`config.mk`:
```
export PLATFORM = sky130hd
export DESIGN_NAME = can_alias_reservation
export DESIGN_NICKNAME = d
export VERILOG_FILES = /design/src/sv/car_pkg.sv /design/src/sv/car_engine.sv /design/src/sv/can_alias_reservation.sv
export SDC_FILE = /design/constraint.sdc
export NUM_CORES = 1
export LEC_CHECK = 0
export BUFFER_PORTS_ARGS = -buffer_cell sky130_fd_sc_hd__clkbuf_2
export CAP_MARGIN = 20
export CORE_MARGIN = 8
export CORE_UTILIZATION = 40
export CTS_CLUSTER_SIZE = 16
export DETAILED_ROUTE_END_ITERATION = 8
export MAX_ROUTING_LAYER = met4
export SYNTH_ARGS = -nofsm -noshare
export SYNTH_HDL_FRONTEND = slang
export SYNTH_SLANG_ARGS = --single-unit
```
`constraint.sdc`:
```
create_clock -name clk -period 5.11 [get_ports clk]
set_clock_uncertainty 0.05 [all_clocks]
set_input_delay 1.022 -clock clk [delete_from_list [all_inputs] [get_ports clk]]
set_output_delay 1.022 -clock clk [all_outputs]
set_load 0.005 [all_outputs]
```
`src/sv/car_pkg.sv`:
```
package car_pkg;

  // Field widths
  localparam int unsigned ID_W    = 48;
  localparam int unsigned ALIAS_W = 12;
  localparam int unsigned TICK_W  = 16;
  localparam int unsigned OP_W    = 3;
  localparam int unsigned KIND_W  = 2;
  localparam int unsigned SEQ_W   = 3;
  localparam int unsigned CFG_IDX_W = 1;

  // Input operation codes
  localparam logic [OP_W-1:0] OP_START   = 3'd0;
  localparam logic [OP_W-1:0] OP_REPLY   = 3'd1;
  localparam logic [OP_W-1:0] OP_SENT    = 3'd2;
  localparam logic [OP_W-1:0] OP_TICK    = 3'd3;
  localparam logic [OP_W-1:0] OP_RX      = 3'd4;

  // Result kinds
  localparam logic [KIND_W-1:0] KIND_REQ     = 2'd0;
  localparam logic [KIND_W-1:0] KIND_CHECK   = 2'd1;
  localparam logic [KIND_W-1:0] KIND_RESERVE = 2'd2;

  // Configuration register indexes
  localparam logic [CFG_IDX_W-1:0] REG_NODE_ID    = 1'b0;
  localparam logic [CFG_IDX_W-1:0] REG_WAIT_TICKS = 1'b1;

  localparam logic [TICK_W-1:0]  WAIT_TICKS_RST = 16'd200;
  localparam logic [SEQ_W-1:0]   SEQ_FIRST      = 3'd7;

  typedef struct packed {
    logic [OP_W-1:0]    op;
    logic               in_use;
    logic [ALIAS_W-1:0] frame_alias;
  } in_item_t;

  typedef struct packed {
    logic [KIND_W-1:0]  kind;
    logic [ALIAS_W-1:0] alias_res;
    logic [SEQ_W-1:0]   frame_seq;
    logic [ALIAS_W-1:0] content;
  } out_item_t;

  typedef struct packed {
    logic [ID_W-1:0]   node_id;
    logic [TICK_W-1:0] wait_ticks;
    logic              id_wr;
  } cfg_t;

  // Generator seed: XOR folds of the identifier, low 12 bits
  function automatic logic [ALIAS_W-1:0] seed_fold(input logic [ID_W-1:0] id);
    seed_fold = id[41:30] ^ id[29:18] ^ id[17:6] ^ {id[5:0], id[47:42]};
  endfunction

  // Generator step: odd, from identifier folds
  function automatic logic [ALIAS_W-1:0] step_fold(input logic [ID_W-1:0] id);
    logic [ALIAS_W-2:0] x;
    x = id[46:36] ^ id[34:24] ^ id[22:12] ^ id[10:0];
    step_fold = {x, 1'b1};
  endfunction

  // Identifier bits carried by a check frame
  function automatic logic [ALIAS_W-1:0] frame_content(input logic [ID_W-1:0] id,
                                                       input logic [1:0] sel);
    case (sel)
      2'd3:    frame_content = id[47:36];
      2'd2:    frame_content = id[35:24];
      2'd1:    frame_content = id[23:12];
      default: frame_content = id[11:0];
    endcase
  endfunction

endpackage

```
`src/sv/car_engine.sv`:
```
module car_engine (
  input  logic              clk,
  input  logic              rst_n,
  input  car_pkg::cfg_t     cfg,
  input  logic              item_valid,
  input  car_pkg::in_item_t item,
  output logic              res_valid,
  output car_pkg::out_item_t res
);

  localparam logic [1:0] PH_IDLE  = 2'd0;
  localparam logic [1:0] PH_CAND  = 2'd1;
  localparam logic [1:0] PH_CHECK = 2'd2;
  localparam logic [1:0] PH_WAIT  = 2'd3;

  logic [1:0]                     phase_r, phase_nxt;
  logic [car_pkg::ALIAS_W-1:0]    seed_r, seed_nxt;
  logic                           seed_ld_r, seed_ld_nxt;
  logic [car_pkg::ALIAS_W-1:0]    pending_r, pending_nxt;
  logic [car_pkg::SEQ_W-1:0]      seq_r, seq_nxt;
  logic                           conflict_r, conflict_nxt;
  logic [car_pkg::TICK_W-1:0]     wait_r, wait_nxt;

  logic [car_pkg::ALIAS_W-1:0]    seed_base, step, seed_one, cand, seed_after;
  logic [car_pkg::TICK_W-1:0]     wait_dec;
  logic                           do_draw, do_check, do_reserve;

  // Candidate draw: skip a zero value with one extra step
  always_comb begin
    seed_base  = seed_ld_r ? seed_r : car_pkg::seed_fold(cfg.node_id);
    step       = car_pkg::step_fold(cfg.node_id);
    seed_one   = seed_base + step;
    cand       = (seed_base == '0) ? seed_one : seed_base;
    seed_after = (seed_base == '0) ? seed_one + step : seed_one;
    wait_dec   = (wait_r == '0) ? '0 : wait_r - 1'b1;
  end

  // Decode the item and pick the action
  always_comb begin
    phase_nxt    = phase_r;
    wait_nxt     = wait_r;
    conflict_nxt = conflict_r;
    do_draw      = 1'b0;
    do_check     = 1'b0;
    do_reserve   = 1'b0;
    if (item_valid) begin
      unique case (item.op)
        car_pkg::OP_START: begin
          do_draw = (phase_r == PH_IDLE);
        end
        car_pkg::OP_REPLY: begin
          if (phase_r == PH_CAND) begin
            if (item.in_use) begin
              do_draw = 1'b1;
            end else begin
              phase_nxt = PH_CHECK;
              do_check  = 1'b1;
            end
          end
        end
        car_pkg::OP_SENT: begin
          if (phase_r == PH_CHECK) begin
            if (conflict_r) begin
              do_draw = 1'b1;
            end else if (seq_r[2]) begin
              do_check = 1'b1;
            end else begin
              phase_nxt = PH_WAIT;
              wait_nxt  = (cfg.wait_ticks == '0) ? car_pkg::TICK_W'(1) : cfg.wait_ticks;
            end
          end
        end
        car_pkg::OP_TICK: begin
          if (phase_r == PH_WAIT) begin
            wait_nxt = wait_dec;
            if (wait_dec == '0) begin
              if (conflict_r) begin
                do_draw = 1'b1;
              end else begin
                phase_nxt  = PH_IDLE;
                do_reserve = 1'b1;
              end
            end
          end
        end
        car_pkg::OP_RX: begin
          if ((phase_r == PH_CHECK || phase_r == PH_WAIT) && !conflict_r &&
              item.frame_alias == pending_r) begin
            conflict_nxt = 1'b1;
            do_draw      = (phase_r == PH_WAIT);
          end
        end
        default: ;
      endcase
    end
  end

  // Apply the action and build the result item
  always_comb begin
    seed_nxt    = seed_r;
    seed_ld_nxt = seed_ld_r;
    pending_nxt = pending_r;
    seq_nxt     = seq_r;
    res_valid   = 1'b0;
    res         = '0;
    if (do_draw) begin
      seed_nxt      = seed_after;
      seed_ld_nxt   = 1'b1;
      pending_nxt   = cand;
      seq_nxt       = car_pkg::SEQ_FIRST;
      res_valid     = 1'b1;
      res.kind      = car_pkg::KIND_REQ;
      res.alias_res = cand;
    end else if (do_check) begin
      seq_nxt       = seq_r - 1'b1;
      res_valid     = 1'b1;
      res.kind      = car_pkg::KIND_CHECK;
      res.alias_res = pending_r;
      res.frame_seq = seq_r;
      res.content   = car_pkg::frame_content(cfg.node_id, seq_r[1:0]);
    end else if (do_reserve) begin
      res_valid     = 1'b1;
      res.kind      = car_pkg::KIND_RESERVE;
      res.alias_res = pending_r;
    end
    // New identifier: reload the generator on the next draw
    if (cfg.id_wr) begin
      seed_ld_nxt = 1'b0;
    end
  end

  always_ff @(posedge clk) begin
    if (!rst_n) begin
      phase_r    <= PH_IDLE;
      seed_r     <= '0;
      seed_ld_r  <= 1'b0;
      pending_r  <= '0;
      seq_r      <= car_pkg::SEQ_FIRST;
      conflict_r <= 1'b0;
      wait_r     <= '0;
    end else begin
      phase_r    <= do_draw ? PH_CAND : phase_nxt;
      seed_r     <= seed_nxt;
      seed_ld_r  <= seed_ld_nxt;
      pending_r  <= pending_nxt;
      seq_r      <= seq_nxt;
      conflict_r <= do_draw ? 1'b0 : conflict_nxt;
      wait_r     <= wait_nxt;
    end
  end

  // A noted conflict only lives while check frames go out
  a_conflict_in_check: assert property (@(posedge clk) disable iff (!rst_n)
    conflict_r |-> phase_r == PH_CHECK)
    else $error("conflict flag set outside check phase");

  // All four check frames are gone before the wait
  a_wait_seq: assert property (@(posedge clk) disable iff (!rst_n)
    phase_r == PH_WAIT |-> seq_r == 3'd3)
    else $error("wait phase entered with check frames left");

  // A drawn candidate is never zero
  a_pending_nonzero: assert property (@(posedge clk) disable iff (!rst_n)
    phase_r != PH_IDLE |-> pending_r != '0)
    else $error("zero alias pending");

  // Check frames carry sequence 7 down to 4
  a_check_seq: assert property (@(posedge clk) disable iff (!rst_n)
    res_valid && res.kind == car_pkg::KIND_CHECK |-> res.frame_seq[2])
    else $error("check frame sequence out of range");

  // A reserve result returns the engine to idle
  a_reserve_from_wait: assert property (@(posedge clk) disable iff (!rst_n)
    res_valid && res.kind == car_pkg::KIND_RESERVE |=> phase_r == PH_IDLE)
    else $error("reserve without return to idle");

endmodule

```
`src/sv/can_alias_reservation.sv`:
```
// Channel  | Ports                           | Item
// ---------+---------------------------------+-------------------------------------
// input    | in_valid, in_ready, in_data     | op, in_use, frame_alias
// result   | out_valid, out_ready, out_data  | kind, alias_res, frame_seq, content
// config   | cfg_we, cfg_idx, cfg_wdata      | 0 node_id, 1 wait_ticks
//
// One item per cycle unless a held result stalls: an item is held in the input
// register, then the state update and result logic load the output register.
// Reset (rst_n low, synchronous) returns to idle with wait_ticks 200.
// A held result stalls the input register; in_ready drops only while both
// the input register and the output register are full and out_ready is low.
module can_alias_reservation (
  input  logic                            clk,
  input  logic                            rst_n,
  input  logic                            in_valid,
  output logic                            in_ready,
  input  car_pkg::in_item_t               in_data,
  output logic                            out_valid,
  input  logic                            out_ready,
  output car_pkg::out_item_t              out_data,
  input  logic                            cfg_we,
  input  logic [car_pkg::CFG_IDX_W-1:0]   cfg_idx,
  input  logic [car_pkg::ID_W-1:0]        cfg_wdata
);

  logic                          in_vld_r, in_vld_nxt;
  car_pkg::in_item_t             in_q_r;
  logic                          out_vld_r, out_vld_nxt;
  car_pkg::out_item_t            out_q_r;
  logic [car_pkg::ID_W-1:0]      node_id_r;
  logic [car_pkg::TICK_W-1:0]    wait_ticks_r;
  logic                          step_fire;
  logic                          res_valid;
  car_pkg::out_item_t            res;
  car_pkg::cfg_t                 cfg;

  // Advance the input register when the output slot is free
  assign step_fire = in_vld_r && (!out_vld_r || out_ready);
  assign in_ready  = !in_vld_r || step_fire;

  always_comb begin
    in_vld_nxt = in_vld_r && !step_fire;
    if (in_valid && in_ready) begin
      in_vld_nxt = 1'b1;
    end
    out_vld_nxt = out_vld_r && !out_ready;
    if (step_fire && res_valid) begin
      out_vld_nxt = 1'b1;
    end
    cfg.node_id    = node_id_r;
    cfg.wait_ticks = wait_ticks_r;
    cfg.id_wr      = cfg_we && (cfg_idx == car_pkg::REG_NODE_ID);
  end

  always_ff @(posedge clk) begin
    if (!rst_n) begin
      in_vld_r     <= 1'b0;
      out_vld_r    <= 1'b0;
      node_id_r    <= '0;
      wait_ticks_r <= car_pkg::WAIT_TICKS_RST;
    end else begin
      in_vld_r  <= in_vld_nxt;
      out_vld_r <= out_vld_nxt;
      if (cfg_we) begin
        unique case (cfg_idx)
          car_pkg::REG_NODE_ID:    node_id_r    <= cfg_wdata;
          car_pkg::REG_WAIT_TICKS: wait_ticks_r <= cfg_wdata[car_pkg::TICK_W-1:0];
          default: ;
        endcase
      end
    end
  end

  // Hold payloads; no reset needed
  always_ff @(posedge clk) begin
    if (in_valid && in_ready) begin
      in_q_r <= in_data;
    end
    if (step_fire && res_valid) begin
      out_q_r <= res;
    end
  end

  car_engine u_engine (
    .clk        (clk),
    .rst_n      (rst_n),
    .cfg        (cfg),
    .item_valid (step_fire),
    .item       (in_q_r),
    .res_valid  (res_valid),
    .res        (res)
  );

  assign out_valid = out_vld_r;
  assign out_data  = out_q_r;

endmodule

```
Word-level counts from Yosys, hierarchy flattened
Cells that the tools add are included.

word-level totals
  bits in registers = 158
  input port bits = 70
  output and inout port bits = 31
  logic and storage cells = 147

operators by class
  add/subtract/negate cells = 4
  equal/unequal tests = 27
  mux-type cells = 51
  bitwise logic cells = 9
  reductions and logical operators = 36

operators by type and width
  cell                   count
  $mux 16                6
  $logic_not 16->1       3
  $mux 12                4
  $pmux 12 s3            1
  $xor 12x12->12         3
  $xor 11x11->11         3
  $pmux 16 s2            1
  $mux 1                 26
  $add 12x12->12         2
  $reduce_and 10->1      2
  $mux 2                 8
  $sub 16x1->16 const B  1
  $mux 14                1
  $mux 13                1
  $eq 12x12->1           1
  $logic_not 12->1       1
  $ne 3x1->1 const B     4
  $ne 3x3->1 const B     3
  $eq 2x2->1 const B     4
  $logic_and 1x1->1      8
  $ne 2x1->1 const B     4
  $ne 2x2->1 const B     4
  $reduce_or 2->1        4
  $eq 3x2->1 const B     2
  19 further kinds       30

Depth between registers and ports, before layout
Gate-level depths: netlist of run 1.

  word-level depth = 12
  gate-level depth with buffers = 20
  gate-level depth less buffers = 19

Hierarchy
From an unflattened synthesis of run 1, not the netlist that was laid out.

unflattened totals
  cells, all modules = 1,014
  area total of the unflattened synthesis = 8,857.2 sq um

modules (own cells, without submodules)
  module                 times used  cells each  area each (sq um)  sequential area each (sq um)
  car_engine             1           690         4,907.2            940.9
  can_alias_reservation  1           324         3,950.0            2,672.6

Least setup slack after synthesis of run 1
OpenSTA, ideal clock, no wires.

  kind = register to register
  start = register u_engine.seed_ld_r
  end = register u_engine.seed_r[11] (netlist bit)
  setup time = 122 ps
  arrival = 4,069 ps
  required time = 4,938 ps
  slack = 869 ps
  stages on the path, launching flop included = 21
  buffers on the path = 2
  clock period less this slack = 4,241 ps
  path through = dfxtp_1 > buf_2 > inv_1 > buf_2 > mux2i_1 > inv_1 > ha_1 > nor2b_1 > and3_1 > a2111o_1 > a21o_1 > a21oi_1 > xnor2_1 > ha_1 > a21o_1 > a21o_1 > a21oi_1 > o21ai_1 > xor2_1 > and3_1 > o311a_1

between the ends
  longest elaborated chain between the ends = 4
  elaborated cells on any way between the ends = 5
  those cells by class = 2 x add/sub; 2 x mux; 1 x reduce/logical

RTL lines
  what                    line               source
  from (decl)             car_engine.sv:18   logic seed_ld_r, seed_ld_nxt;
  from (signal assigned)  car_engine.sv:144  seed_ld_r <= seed_ld_nxt;
  $mux 12 *               car_engine.sv:30   seed_base = seed_ld_r ? seed_r : car_pkg::seed_fold(cfg.node_id);
  $add 12x12->12          car_engine.sv:32   seed_one = seed_base + step;
  $add 12x12->12          car_engine.sv:34   seed_after = (seed_base == '0) ? seed_one + step : seed_one;
  $mux 12 *               car_engine.sv:34
  to (signal assigned)    car_engine.sv:143  seed_r <= seed_nxt;
  to (decl)               car_engine.sv:17   logic [car_pkg::ALIAS_W-1:0] seed_r, seed_nxt;

Every way passes the cells marked *; elsewhere a longest branch is shown, timed or not.
A chain may end at the register's enable or synchronous reset.

Worst setup path in the final report of run 1
  start = register node_id_r[31] (netlist bit)
  end = register u_engine.seed_r[11] (netlist bit)

between the ends
  longest elaborated chain between the ends = 7
  elaborated cells on any way between the ends = 11
  those cells by class = 2 x add/sub; 2 x mux; 6 x bitwise; 1 x reduce/logical

RTL lines
  what                         line                         source
  from (decl)                  can_alias_reservation.sv:30  logic [car_pkg::ID_W-1:0] node_id_r;
  from (signal assigned)       can_alias_reservation.sv:66  car_pkg::REG_NODE_ID: node_id_r <= cfg_wdata;
  $xor 12x12->12 (3 in a row)  car_pkg.sv:52                seed_fold = id[41:30] ^ id[29:18] ^ id[17:6] ^ {id[5:0], id[47:42]};
  $mux 12                      car_engine.sv:30
  $add 12x12->12               car_engine.sv:32
  $add 12x12->12               car_engine.sv:34
  $mux 12 *                    car_engine.sv:34

Marks and branches as above.

==> results.md, run 1 <==
Synthesis:
- The flop and latch count out of synthesis is about 160.
- The synthesis warning total is 0.
- After synthesis the cells add up to approximately 0.0085 sq mm.
- The sequential element share of the synthesized area is approximately 42%.
- Each instance of the synthesized netlist takes up on average between 8 and 9 sq um.
- Of all flip-flops after synthesis, the portion carrying an async set or reset was 0%.
- Synthesis produced around 1,000 cells.
- The synthesized netlist contains 76 unique library cells.
- Among all flip-flop cells after synthesis, the most frequent one is dfxtp_1.
- Counting flops with a built-in enable in the synthesized netlist gives between 40 and 50.
- The net count after synthesis is between 1,000 and 1,500.

Final layout:
- The library cell used most frequently in the layout, excluding fill and tap cells, is nand2_1.
- The proportion of layout cells with a drive suffix above 1 is 14.8%.
- Counting the fill cells in the layout gives roughly 2,100.
- In the final layout, the multi-input gates occupy ~0.0045 sq mm.
- The sequential cell area in the final layout is between 0.003 and 0.004 sq mm.
- The final net count is approximately 1,200.
- The area growth from synthesis to layout is 14.7%.
- The number of inserted diodes is 0.
- The library cells used most frequently in the layout, excluding fill and tap cells, are nand2_1 (203), a21oi_1 (128), dfxtp_1 (113).

Clock network:
- In this run the deepest clock path goes through 2 buffers.
- The total CTS buffers is 17.
- The number of buffers added for setup after CTS is 0.
- TritonCTS built the clock tree.
- The number of instances resized during post-cts repair is 0.
- Clock tree synthesis selected as its root buffer the cell clkbuf_16.
- Clock latency on the worst-skew pair, taken at its later pin, is around 0.43 ns.
- The clock net in this run drives a total of about 160 sinks.
- Clock-pin slew was measured on the worst setup and hold paths at roughly 0.07 ns.
- In this run the number of H-tree levels came out at 4.
- The number of buffers added to fix hold violations after cts is 0.

Timing:
- The max-slew violation count is 0.
- Setup repair after global routing left no endpoint under its margin.
- The worst pin sits at a relative slew slack of a little over a quarter.
- The final setup violation count is 0.
- At the pin with the least slew margin, the transition time is between 1 and 1.5 ns.
- The number of hold violations in the final report was 0.
- The maximum clock frequency is approximately 0.22 GHz.
- The final cycle utilization of the critical path is 90.1%.
- The final critical path time including I/O delays and setup is 4.60 ns.
- In the final timing run, aggregate negative setup slack is 0 ns.

Routing:
- Dividing the detail-routed via count by the number of cells gives roughly 5.4.
- The remaining routing DRC violations is 0.
- Dividing the detail-routed wire length by the instance count gives around 18 um.
- The remaining antenna violation count is 0.
- The routed design has 24,400 um of wire.
- The final route contains around 7,500 vias.
- For this block, the initial DRC count from the detailed router was 670.
- The pre-antenna-repair detailed-routing pass consisted of 8 iterations.

Setup path:
- The worst-path maximum fanout is 5.
- The startpoint kind of the worst setup timing path is a flip-flop.
- Setup slack on the worst reg-to-reg path comes out at 0.51 ns.
- STA classifies the critical path endpoint as a flip-flop.
- The count of cells along the worst register-to-register path is 19.
- STA puts the critical path data arrival time at 4.87 ns.
- By startpoint and endpoint, the worst setup path is classified as flip-flop to flip-flop.
- At the worst endpoint, the required time is about 5.4 ns.
- The startpoint identified for the worst register-to-register timing path is node_id_r[31].
- The end of the worst register-to-register path is u_engine.seed_r[11].

Pwr:
- The reported net switching power is 1.13 mW.
- For this design the static power due to leakage is slightly below 4 nW.
- Net switching is approximately a third of the power.
- The internal portion of the total power is roughly 2.4 mW.
- The clock power share is 34.8%.
- In this run the power density over the cells is between 300 and 400 mW/mm^2.
- After layout, the design draws a total of around 3.5 mW.
- The share of power burned in combinational logic is a little over a quarter.
- The peak ir drop on the vdd network is approximately 0.18 mV.
- Of the total power, registers draw slightly below 40%.

Global routing:
- The first global-routing pass estimated just under 40,000 um of wire.
- The total overflow reported by the global router is 0.
- The overall global routing resource usage is around 19%.
- The maximum number of pins on one net before global-route repair is 50.
- The via count of the first global-routing pass was slightly above 7,000.
- The initial antenna violation count is 0.

Place:
- The final estimated routing congestion in global placement is approximately 0.9.
- The sum of net half-perimeters after detailed placement is approximately 18,000 um.
- The number of I/O port buffers is 100.

Floorplanning:
- The die covers roughly 0.026 sq mm.
- The floorplan step set the die width to 162 um.
- The initial core utilization is between 40% and 50%.
- The floorplan step defined a core boundary enclosing between 0.02 and 0.025 sq mm.
- approximately 100 I/O pins were placed.
- Measured along the y axis, the die boundary spans 162 um.
- Row generation in the floorplan step produced between 50 and 60 rows.

Hold path:
- The depth of the worst hold-timing path is 2.
- The worst hold path terminates at wait_ticks_r[0].
- The worst hold path begins at wait_ticks_r[0].
- In this run the worst hold path is classified as flip-flop to flip-flop.

Outcome:
- The run finished with clean final reports.

Flow run:
- The max-cap violation count is 0.
[cell type report]
class	instances	area share, %
clock buffers	21	4.83
multi-input cells	769	46.5
clock inverters	11	0.858
well taps	275	3.52
inverters	30	1.17
flip-flops and latches	158	37.0
repair buffers	111	6.10
[per-layer routing]
metal	routed length (um)	vias up	track usage, %
li1	-	3728	-
met1	11900	3472	26.0
met2	10700	217	28.4
met3	1260	36	3.95
met4	501	0	6.27
met5	0	-	-
[sequential cells by signal, summed over array words and instances (netlist names), 3 cells and up]
signal              flops
u_engine.pending_r     12
node_id_r              48
out_data               29
u_engine.seed_r        12
u_engine.wait_r        16
wait_ticks_r           16
in_q_r                 16
u_engine.seq_r          3
[worst max-delay path, stage by stage (launching register included)]
cell and delay [ns]:
dfxtp_1 0.33, xor2_1 0.17, xnor2_1 0.41, mux2i_1 0.25
inv_1 0.10, ha_1 0.27, a31oi_1 0.23, o21ai_0 0.15
a2111o_1 0.47, a21o_1 0.19, a21oi_1 0.17, xnor2_1 0.14
ha_1 0.26, a21o_1 0.18, a21o_1 0.17, a21oi_1 0.15
o21ai_1 0.10, xor2_1 0.17, and3_1 0.21, o311a_1 0.31
[synthesized netlist by cell type (3+ instances only)]
master / number / area share, %
or4_1: 3 / 0.26
and2_1: 9 / 0.66
xnor2_1: 49 / 5.0
nor3b_1: 4 / 0.35
buf_1: 5 / 0.22
xor2_1: 20 / 2.1
buf_6: 3 / 0.40
o31ai_1: 6 / 0.53
a31oi_1: 9 / 0.66
ha_1: 25 / 3.7
nand4b_1: 3 / 0.31
dfxtp_1: 113 / 27
edfxtp_1: 45 / 16
clkbuf_1: 42 / 1.9
nand3b_1: 3 / 0.26
mux2i_1: 11 / 1.3
nand3_1: 23 / 1.4
nor3_1: 14 / 0.82
nand2b_1: 6 / 0.44
a211oi_1: 16 / 1.4
a222oi_1: 12 / 1.4
a21oi_1: 128 / 7.5
or3_1: 7 / 0.51
a211o_1: 3 / 0.31
or2_2: 4 / 0.29
a21o_1: 10 / 0.88
nand2_1: 203 / 9.0
nor2b_1: 7 / 0.51
o21ai_0: 19 / 1.1
nor4_1: 7 / 0.51
and3_1: 5 / 0.37
o21ai_1: 17 / 1.0
buf_2: 6 / 0.35
nand4_1: 6 / 0.44
inv_1: 27 / 1.2
nor2_1: 84 / 3.7
mux2_2: 4 / 0.53
o211ai_1: 9 / 0.79
[worst max path at each step]
stage / start / to / slack, ns / depth (start not counted)
after floorplan: u_engine.seed_ld_r / u_engine.seed_r[11] / 0.87 / 20
after global placement: node_id_r[31] / u_engine.seed_r[11] / 0.59 / 19
after detailed placement: node_id_r[31] / u_engine.seed_r[11] / 0.56 / 17
after CTS: node_id_r[31] / u_engine.seed_r[11] / 0.54 / 17
after global routing: node_id_r[31] / u_engine.seed_r[11] / 0.13 / 18
final: node_id_r[31] / u_engine.seed_r[11] / 0.51 / 19
[stage by stage]
| step | hold slack (ns) | util, % | instance area (sq um) | cells | setup WS (ns) |
|---|---|---|---|---|---|
| after floorplan | 0.386 | - | 8510 | 1014 | 0.869 |
| after CTS | 0.407 | 46.6 | 9770 | 1375 | 0.539 |
| after global routing | 0.453 | 46.6 | 9770 | 1375 | 0.132 |
| final | 0.409 | 46.6 | 9770 | 1375 | 0.508 |
| after detailed placement | 0.398 | 44.0 | 9210 | 1343 | 0.564 |
| after global placement | 0.393 | 44.0 | 9210 | 1343 | 0.592 |
[power groups by stage]
stage	registers, mW	clock network (mW)	logic (mW)
6_report	1.36	1.22	0.916
5_1_grt	1.37	1.28	1.02
4_1_cts	1.36	1.23	0.913
3_5_place_dp	1.39	0	0.910
3_3_place_gp	1.39	0	0.921
2_1_floorplan	1.38	0	0.692
[logic make-up after synthesis]
group	count (synthesis)	share of synthesized area [%]
xor gates and xnor gates	69	7.10
and+or+nand+nor	401	21.4
buffers and inverters	87	4.25
AOI/OAI and AO/OA	258	19.0
DFF	158	42.4
adders and majority gates	26	3.91
muxes	15	1.82
Note: power is estimated with default switching activity, not from simulation.
==> run 2: changes to the inputs <==
--- a/config.mk
+++ b/config.mk
@@ -5,6 +5,7 @@
 export SDC_FILE = /design/constraint.sdc
 export NUM_CORES = 1
 export LEC_CHECK = 0
+export ABC_AREA = 1
 export BUFFER_PORTS_ARGS = -buffer_cell sky130_fd_sc_hd__clkbuf_2
 export CAP_MARGIN = 20
 export CORE_MARGIN = 8
==> run 2 against run 1 <==
Compared with the run above: count of clock-buffer cells in the layout is 2 lower; area after synthesis increased by 2.6%; first-iteration DRC count fell by 9.9%; core utilization fell by 0.26 points; critical path type unchanged; clock power barely moved; sequential power about the same; register-to-register slack improved by 0.15 ns.
==> results.md, run 2 <==
Place:
- The number of I/O port buffers was 100 (unchanged).
- The total instance count after detailed placement is 1,519 (was 1,343).
- The minimum setup slack after placement came to 0.725 ns (was 0.564 ns).
- The final estimated routing congestion in global placement came to 0.937 (was 0.922).
- The sum of net half-perimeters after detailed placement is 19,100 um (was 17,600 um).

Routing:
- The per-cell routed wire length is 16.6 um (was 17.7 um).
- The per-cell via count in the routed design is 5.17 (was 5.42).
- The total length of routed wires is 25,800 um (was 24,400 um).
- The remaining antenna violation count was 0 (unchanged).
- The remaining routing DRC violations is 0 (unchanged).
- The number of DRC markers after the initial detailed-route iteration was 604 (was 670).
- The detailed-routing iteration count for the pre-antenna-repair pass is 5 (was 8).
- The via count came to 8,026 (was 7,453).

Clock network:
- The number of instances resized during post-cts repair is 0 (unchanged).
- The number of buffers added to fix hold violations after cts is 0 (unchanged).
- The maximum number of buffers from clock root to sink is 2 (unchanged).
- The root cell of the clock tree is clkbuf_16 (unchanged).
- The CTS tree is built (unchanged).
- The number of buffers added for setup after CTS is 0 (unchanged).
- The total CTS buffers is 17 (unchanged).
- The clock transition at the register clock pins on the worst setup and hold paths after CTS came to 0.07 ns (about the same).
- The clock latency at the later pin of the worst-skew pair is 0.43 ns (about the same).
- The sink count of the clock tree is 158 (unchanged).
- The maximum level of the CTS H-tree is 4 (unchanged).

Setup path:
- The startpoint kind of the worst setup timing path is a flip-flop (unchanged).
- The startpoint-to-endpoint class of the critical path was flip-flop to flip-flop (unchanged).
- Sequence of cells on the critical path: inv_2, o21ai_0, inv_1, ha_1, a21oi_1, o21ai_0, a21oi_1, o21ai_0, or2_2, nand2_1, inv_1, ha_1, a21o_1, a21o_1, a221oi_1, nand2_1, nand2_1, nand3_1, xor2_1, nor2_2, nor2_2 (was xor2_1, xnor2_1, mux2i_1, inv_1, ha_1, a31oi_1, o21ai_0, a2111o_1, a21o_1, a21oi_1, xnor2_1, ha_1, a21o_1, a21o_1, a21oi_1, o21ai_1, xor2_1, and3_1, o311a_1).
- The required time at the worst-slack endpoint is 5.38 ns (about the same).
- The signal arrival time at the worst endpoint came to 4.73 ns (was 4.87 ns).
- The peak per-stage delay on the critical path is 0.51 ns (was 0.47 ns).
- The critical path endpoint category is a flip-flop (unchanged).
- The count of cells along the worst register-to-register path was 21 (was 19).
- The reg-to-reg setup timing slack is 0.66 ns (was 0.51 ns).
- The worst-path maximum fanout was 16 (was 5).
- The slowest cell on the critical path was dfxtp_1 (was a2111o_1).

Synthesis:
- The net count after synthesis was 1,270 (was 1,110).
- The sequential element share of the synthesized area was 41.4% (was 42.4%).
- The post-synthesis instance area is 0.00874 sq mm (was 0.00851 sq mm).
- The most frequent cell after synthesis is nand2_1 (unchanged).
- The count of different cell masters after synthesis came to 48 (was 76).
- The count of mapped cells out of synthesis is 1,174 (was 1,014).
- The number of flops mapped to enable cells by yosys is 45 (unchanged).
- The flop and latch count out of synthesis is 158 (unchanged).
- Leading post-synthesis cells by instance count: nand2_1 (241), nor2_1 (181), dfxtp_1 (113) (was nand2_1 (203), a21oi_1 (128), dfxtp_1 (113)).
- The area share of the largest cell type after synthesis came to 25.9% (was 26.6%).
- The largest area contributor in the netlist is dfxtp_1 (unchanged).
- The mean cell area of the mapped netlist was 7.44 sq um (was 8.40 sq um).
- The post-synthesis async set-or-reset flop share was 0% (unchanged).
- Synth top area cells: dfxtp_1 (26%), edfxtp_1 (15%), nand2_1 (10%), nor2_1 (7.8%), o21ai_0 (6.4%) (was dfxtp_1 (27%), edfxtp_1 (16%), nand2_1 (9.0%), a21oi_1 (7.5%), xnor2_1 (5.0%)).
- The most used flip-flop cell after synthesis is dfxtp_1 (unchanged).
- The synthesis warning total came to 0 (unchanged).

Floorplanning:
- The height of the chip was 164 um (was 162 um).
- The placeable core region is 0.0216 sq mm (was 0.0210 sq mm).
- The area enclosed by the die boundary is 0.0268 sq mm (was 0.0262 sq mm).
- The floorplan row count was 54 (was 53).
- The initial core utilization was 40.4% (was 40.6%).
- The count of pins on the block boundary was 101 (unchanged).
- The die boundary width is 164 um (was 162 um).

Final layout:
- The largest register by flop count is node_id_r (unchanged).
- Top library cells by usage in the layout, fill and taps aside: nand2_1 (241), nor2_1 (180), dfxtp_1 (113) (was nand2_1 (203), a21oi_1 (128), dfxtp_1 (113)).
- The number of inserted diodes is 0 (unchanged).
- The flip-flop count of the largest register after layout is 48 (unchanged).
- The layout overhead on the synthesized area is 14.7% (about the same).
- The leading cell type in the layout, fill and taps excluded is nand2_1 (unchanged).
- The proportion of layout cells with a drive suffix above 1 is 13.9% (was 14.8%).
- The sequential cell area in the final layout is 0.00361 sq mm (unchanged).
- The fraction of the core area covered by cells at the end of the flow was 46.4% (was 46.6%).
- The final net count is 1,354 (was 1,183).
- The total of fill cells in the finished design is 2,185 (was 2,137).
- The area used by multi-input combinational logic was 0.00453 sq mm (was 0.00455 sq mm).
- The non-filler instance count after layout is 1,551 (was 1,375).

Pwr:
- The clock power share is 30.0% (was 34.8%).
- The proportion of power drawn by flip-flops and latches is 33.3% (was 39.0%).
- The leakage power summed over all cells is 4.47 nW (was 3.92 nW).
- The internal power summed over all cells is 2.55 mW (was 2.37 mW).
- The reported net switching power is 1.61 mW (was 1.13 mW).
- The switching share of power is 38.6% (was 32.2%).
- The share of power burned in combinational logic was 36.7% (was 26.2%).
- The ratio of total power to cell area is 415 mW/mm^2 (was 358 mW/mm^2).
- The peak ir drop on the vdd network is 0.186 mV (was 0.178 mV).

Timing:
- The maximum clock frequency is 0.225 GHz (was 0.217 GHz).
- The actual slew at the worst max-slew pin is 0.989 ns (was 1.09 ns).
- The tightest hold margin is 0.427 ns (was 0.409 ns).
- The final critical path time including I/O delays and setup is 4.45 ns (was 4.60 ns).
- The max-slew violation count is 0 (unchanged).
- The number of hold violations in the final report is 0 (unchanged).
- Unrepaired setup endpoints after global routing: false (unchanged).
- The final setup violation count is 0 (unchanged).
- The total negative slack was 0 ns (unchanged).
- The final cycle utilization of the critical path was 87.1% (was 90.1%).
- The headroom to the max-slew limit was 33.7% (was 27.2%).
- The worst setup slack after layout came to 0.657 ns (was 0.508 ns).

Global routing:
- The maximum number of pins on one net before global-route repair is 86 (was 50).
- The via count of the first global-routing pass is 7,563 (was 7,152).
- The initial antenna violation count is 0 (unchanged).
- The total overflow reported by the global router came to 0 (unchanged).
- The global-route wire length before repair is 40,700 um (was 39,100 um).
- The overall global routing resource usage came to 19.7% (was 19.3%).

Flow run:
- The max-cap violation count is 0 (unchanged).

Hold path:
- The depth of the worst hold-timing path is 2 (unchanged).
- The type of the most critical hold path is flip-flop to flip-flop (unchanged).

Outcome:
- Result of the run: completed (unchanged).
[run 2: changes by cell type after synthesis, sizes merged, moves of 12 or more]
cell	delta
nand2	+45
inv	+69
a211oi	-13
o21ai	+92
nand3	+55
xnor2	-17
a21oi	-66
a221oi	+12
nor2	+107
a222oi	-12
[run 2: power by group through the flow]
stage               sequential (mW)  combinational [mW]  clock (mW)
floorplan                      1.40                1.12           0
global placement               1.41                1.52           0
detailed placement             1.41                1.50           0
CTS                            1.38                1.51        1.27
global route                   1.39                1.71        1.32
finish                         1.38                1.53        1.25
[run 2: final cells by class]
cell class | instances | share of cell area (%)
repair buffers | 110 | 5.74
well taps | 280 | 3.50
inverters | 101 | 3.78
multi-input cells | 870 | 45.2
flip-flops and latches | 158 | 36.1
clock buffers | 19 | 4.53
clock inverters | 13 | 1.22
[run 2: kinds of logic after synthesis]
| kind of cell | Yosys count | synth area share, % |
|---|---|---|
| DFF | 158 | 41.4 |
| and+or+nand+nor | 549 | 26.9 |
| adders and majority gates | 26 | 3.81 |
| AOI/OAI and AO/OA | 234 | 14.9 |
| xor gates and xnor gates | 61 | 6.11 |
| buffers and inverters | 146 | 6.87 |
[run 2: metrics by stage]
step,area [sq um],total power [mW]
after CTS,10000,4.16
after floorplan,8740,2.52
final,10000,4.16
after detailed placement,9450,2.91
after global routing,10000,4.42
after global placement,9450,2.93
[run 2: worst paths after layout]
| kind | to | startpoint |
|---|---|---|
| min reg2reg | u_engine.seed_r[7] | u_engine.seed_r[7] |
| min | u_engine.seed_r[7] | u_engine.seed_r[7] |
| max reg2reg | u_engine.seed_r[11] | u_engine.seed_ld_r |
| max | u_engine.seed_r[11] | u_engine.seed_ld_r |
[run 2: critical path: cells and delay by family (launching register included)]
kind,cells,cell delay [ns]
buffers and inverters,3,0.34
adder cells (fa/ha/maj),2,0.71
flip-flops,1,0.51
XOR/XNOR,1,0.18
AO/OA/AOI/OAI,8,1.77
AND/OR/NAND/NOR,7,0.77
[run 2: layer usage]
layer | wire (um) | vias up | global-route usage (%) | part of all wire, %
met5 | 0 | - | - | 0
met4 | 397 | 0 | 5.83 | 1.5
met3 | 1580 | 27 | 3.31 | 6.1
met2 | 11200 | 258 | 29.7 | 43
met1 | 12600 | 3665 | 26.7 | 49
li1 | - | 4076 | - | -
==> run 3: changes to the inputs <==
--- a/config.mk
+++ b/config.mk
@@ -9,10 +9,12 @@
 export BUFFER_PORTS_ARGS = -buffer_cell sky130_fd_sc_hd__clkbuf_2
 export CAP_MARGIN = 20
 export CORE_MARGIN = 8
-export CORE_UTILIZATION = 40
+export CORE_UTILIZATION = 51
 export CTS_CLUSTER_SIZE = 16
 export DETAILED_ROUTE_END_ITERATION = 8
+export GPL_TIMING_DRIVEN = 0
 export MAX_ROUTING_LAYER = met4
+export PLACE_DENSITY = 0.71
 export SYNTH_ARGS = -nofsm -noshare
 export SYNTH_HDL_FRONTEND = slang
 export SYNTH_SLANG_ARGS = --single-unit
==> run 3 against run 2 <==
Compared with the run above: worst hold slack got worse by 0.0059 ns; cell count fell by 1.2%; cell area rose by 1.1%; count of clock-buffer cells in the layout rose by 1; routed wire length fell by 1.3%; total power rose by 0.24%; critical path depth rose by 1; highest routed layer unchanged.
==> results.md, run 3 (synthesis results as in run 2) <==
Outcome:
- Result of the run: completed (unchanged).

Setup path:
- The worst-path maximum fanout is 5 (was 16).
- The slowest cell on the critical path is xnor2_1 (was dfxtp_1).
- The startpoint-to-endpoint class of the critical path is flip-flop to flip-flop (unchanged).
- The gate family responsible for the most delay along the worst path is compound AO/OA/AOI/OAI gates (unchanged).
- The critical path endpoint category is a flip-flop (unchanged).
- Sequence of cells on the critical path: xor2_1, xnor2_1, nand2_1, nand2_1, ha_1, a21oi_1, o21ai_0, a21oi_1, o21ai_0, or2_2, nand2_1, inv_1, ha_1, a21o_1, a21o_1, a221oi_1, nand2_1, nand2_1, nand3_1, xor2_1, nor2_2, nor2_2 (was inv_2, o21ai_0, inv_1, ha_1, a21oi_1, o21ai_0, a21oi_1, o21ai_0, or2_2, nand2_1, inv_1, ha_1, a21o_1, a21o_1, a221oi_1, nand2_1, nand2_1, nand3_1, xor2_1, nor2_2, nor2_2).
- The startpoint kind of the worst setup timing path is a flip-flop (unchanged).
- The required time at the worst-slack endpoint is 5.38 ns (about the same).
- The signal arrival time at the worst endpoint was 4.87 ns (was 4.73 ns).
- The cell seen most often among critical-path stages is nand2_1.
- The buffer and inverter count on the worst path is 1 (was 3).
- The reg-to-reg setup timing slack was 0.51 ns (was 0.66 ns).
- The peak per-stage delay on the critical path is 0.52 ns (was 0.51 ns).

Place:
- The sum of net half-perimeters after detailed placement is 19,400 um (was 19,100 um).
- The final estimated routing congestion in global placement was 0.932 (was 0.937).
- The number of I/O port buffers is 100 (unchanged).
- The cell area reported after detailed placement is 0.00955 sq mm (was 0.00945 sq mm).

Floorplanning:
- The die boundary width is 147 um (was 164 um).
- The floorplan row count is 48 (was 54).
- The count of pins on the block boundary was 101 (unchanged).
- The height of the chip is 147 um (was 164 um).
- The area enclosed by the die boundary came to 0.0216 sq mm (was 0.0268 sq mm).
- The placeable core region was 0.0170 sq mm (was 0.0216 sq mm).
- The initial core utilization came to 51.4% (was 40.4%).

Pwr:
- The peak ir drop on the vdd network came to 0.248 mV (was 0.186 mV).
- The leakage power summed over all cells is 4.53 nW (was 4.47 nW).
- The ratio of total power to cell area came to 412 mW/mm^2 (was 415 mW/mm^2).

Clock network:
- The root cell of the clock tree is clkbuf_16 (unchanged).
- The sink count of the clock tree came to 158 (unchanged).
- The number of buffers added for setup after CTS is 0 (unchanged).
- The clock transition at the register clock pins on the worst setup and hold paths after CTS is 0.07 ns (about the same).
- The total CTS buffers is 17 (unchanged).
- The clock latency at the later pin of the worst-skew pair is 0.43 ns (about the same).
- The maximum number of buffers from clock root to sink is 2 (unchanged).
- The number of buffers added to fix hold violations after cts was 0 (unchanged).
- The CTS tree is built (unchanged).
- The maximum level of the CTS H-tree was 4 (unchanged).
- The number of instances resized during post-cts repair is 0 (unchanged).

Hold path:
- The type of the most critical hold path is flip-flop to flip-flop (unchanged).

Final layout:
- Top library cells by usage in the layout, fill and taps aside: nand2_1 (241), nor2_1 (181), dfxtp_1 (113) (was nand2_1 (241), nor2_1 (180), dfxtp_1 (113)).
- The number of inserted diodes is 0 (unchanged).
- The proportion of layout cells with a drive suffix above 1 is 13.8% (was 13.9%).
- The flip-flop count of the largest register after layout is 48 (unchanged).
- The layout overhead on the synthesized area is 16.0% (was 14.7%).
- The leading cell type in the layout, fill and taps excluded is nand2_1 (unchanged).
- The cell area after layout came to 0.0101 sq mm (was 0.0100 sq mm).
- The largest register by flop count was node_id_r (unchanged).
- The final net count is 1,390 (was 1,354).

Timing:
- The max-slew violation count came to 0 (unchanged).
- The headroom to the max-slew limit is 45.1% (was 33.7%).
- The actual slew at the worst max-slew pin is 0.821 ns (was 0.989 ns).
- The final setup violation count is 0 (unchanged).
- The final cycle utilization of the critical path came to 90.0% (was 87.1%).
- The final critical path time including I/O delays and setup is 4.60 ns (was 4.45 ns).
- Unrepaired setup endpoints after global routing: false (unchanged).
- The number of hold violations in the final report is 0 (unchanged).
- The maximum clock frequency is 0.218 GHz (was 0.225 GHz).
- The total negative slack is 0 ns (unchanged).

Routing:
- The per-cell via count in the routed design was 5.34 (was 5.17).
- The number of DRC markers after the initial detailed-route iteration was 741 (was 604).
- The detailed-routing iteration count for the pre-antenna-repair pass came to 5 (unchanged).
- The remaining antenna violation count was 0 (unchanged).
- The total length of routed wires is 25,500 um (was 25,800 um).
- The remaining routing DRC violations is 0 (unchanged).
- The via count was 8,182 (was 8,026).
- The per-cell routed wire length is 16.6 um (about the same).

Global routing:
- The overall global routing resource usage was 24.5% (was 19.7%).
- The total overflow reported by the global router is 0 (unchanged).
- The maximum number of pins on one net before global-route repair is 17 (was 86).
- The via count of the first global-routing pass is 7,944 (was 7,563).
- The initial antenna violation count is 0 (unchanged).
- The global-route wire length before repair came to 41,300 um (was 40,700 um).

Flow run:
- The max-cap violation count is 0 (unchanged).
[run 3: cell types whose count changed in the layout (fill, tap and decap cells not counted), sizes merged]
| cell | previous run | this run |
|---|---|---|
| buf | 10 | 15 |
| bufinv | 0 | 1 |
| clkinv | 8 | 7 |
| clkbuf | 119 | 151 |
| inv | 104 | 103 |
[run 3: final timing paths]
kind                       from                   to  cells past startpoint
max               node_id_r[21]  u_engine.seed_r[11]                     22
min          u_engine.seed_r[7]   u_engine.seed_r[7]                      2
max reg2reg       node_id_r[21]  u_engine.seed_r[11]                     22
min reg2reg  u_engine.seed_r[7]   u_engine.seed_r[7]                      2
[run 3: cell type report]
cell class | count | area [sq um]
inverters | 101 | 379
clock inverters | 12 | 128
flip-flops and latches | 158 | 3610
repair buffers | 101 | 528
fillers | 1609 | 6860
clock buffers | 20 | 457
well taps | 225 | 282
multi-input cells | 870 | 4520
plain buffers | 45 | 221
[run 3: metal layers]
metal | share of wire (%) | global-route usage (%) | routed length, um
met5 | 0 | - | 0
met4 | 3.0 | 8.87 | 762
met3 | 6.6 | 4.49 | 1680
met2 | 44 | 36.8 | 11200
met1 | 47 | 32.5 | 11900
[run 3: worst register-to-register path: cells and delay by family (launching register included)]
| family | cells | cell delay, ns |
|---|---|---|
| compound gates | 7 | 1.43 |
| xor+xnor | 3 | 0.86 |
| fa+ha+maj | 2 | 0.61 |
| buf+inv | 1 | 0.06 |
| flops | 1 | 0.35 |
| simple gates | 9 | 1.12 |
[run 3: per-stage QoR]
| stage | std cells | utilization (%) | total power [mW] | setup slack [ns] | hold slack, ns |
|---|---|---|---|---|---|
| 6_report | 1532 | 59.6 | 4.17 | 0.513 | 0.421 |
| 3_5_place_dp | 1500 | 56.2 | 2.91 | 0.597 | 0.407 |
| 2_1_floorplan | 1174 | - | 2.52 | 1.37 | 0.383 |
| 4_1_cts | 1532 | 59.6 | 4.16 | 0.535 | 0.419 |
| 5_1_grt | 1532 | 59.6 | 4.42 | 0.0748 | 0.435 |
| 3_3_place_gp | 1499 | 56.0 | 2.91 | 0.558 | 0.403 |
[run 3: power breakdown]
part | total (mW) | switching [mW] | internal, mW
Combinational | 1.52 | 0.980 | 0.539
Clock | 1.26 | 0.553 | 0.710
Sequential | 1.39 | 0.0489 | 1.34
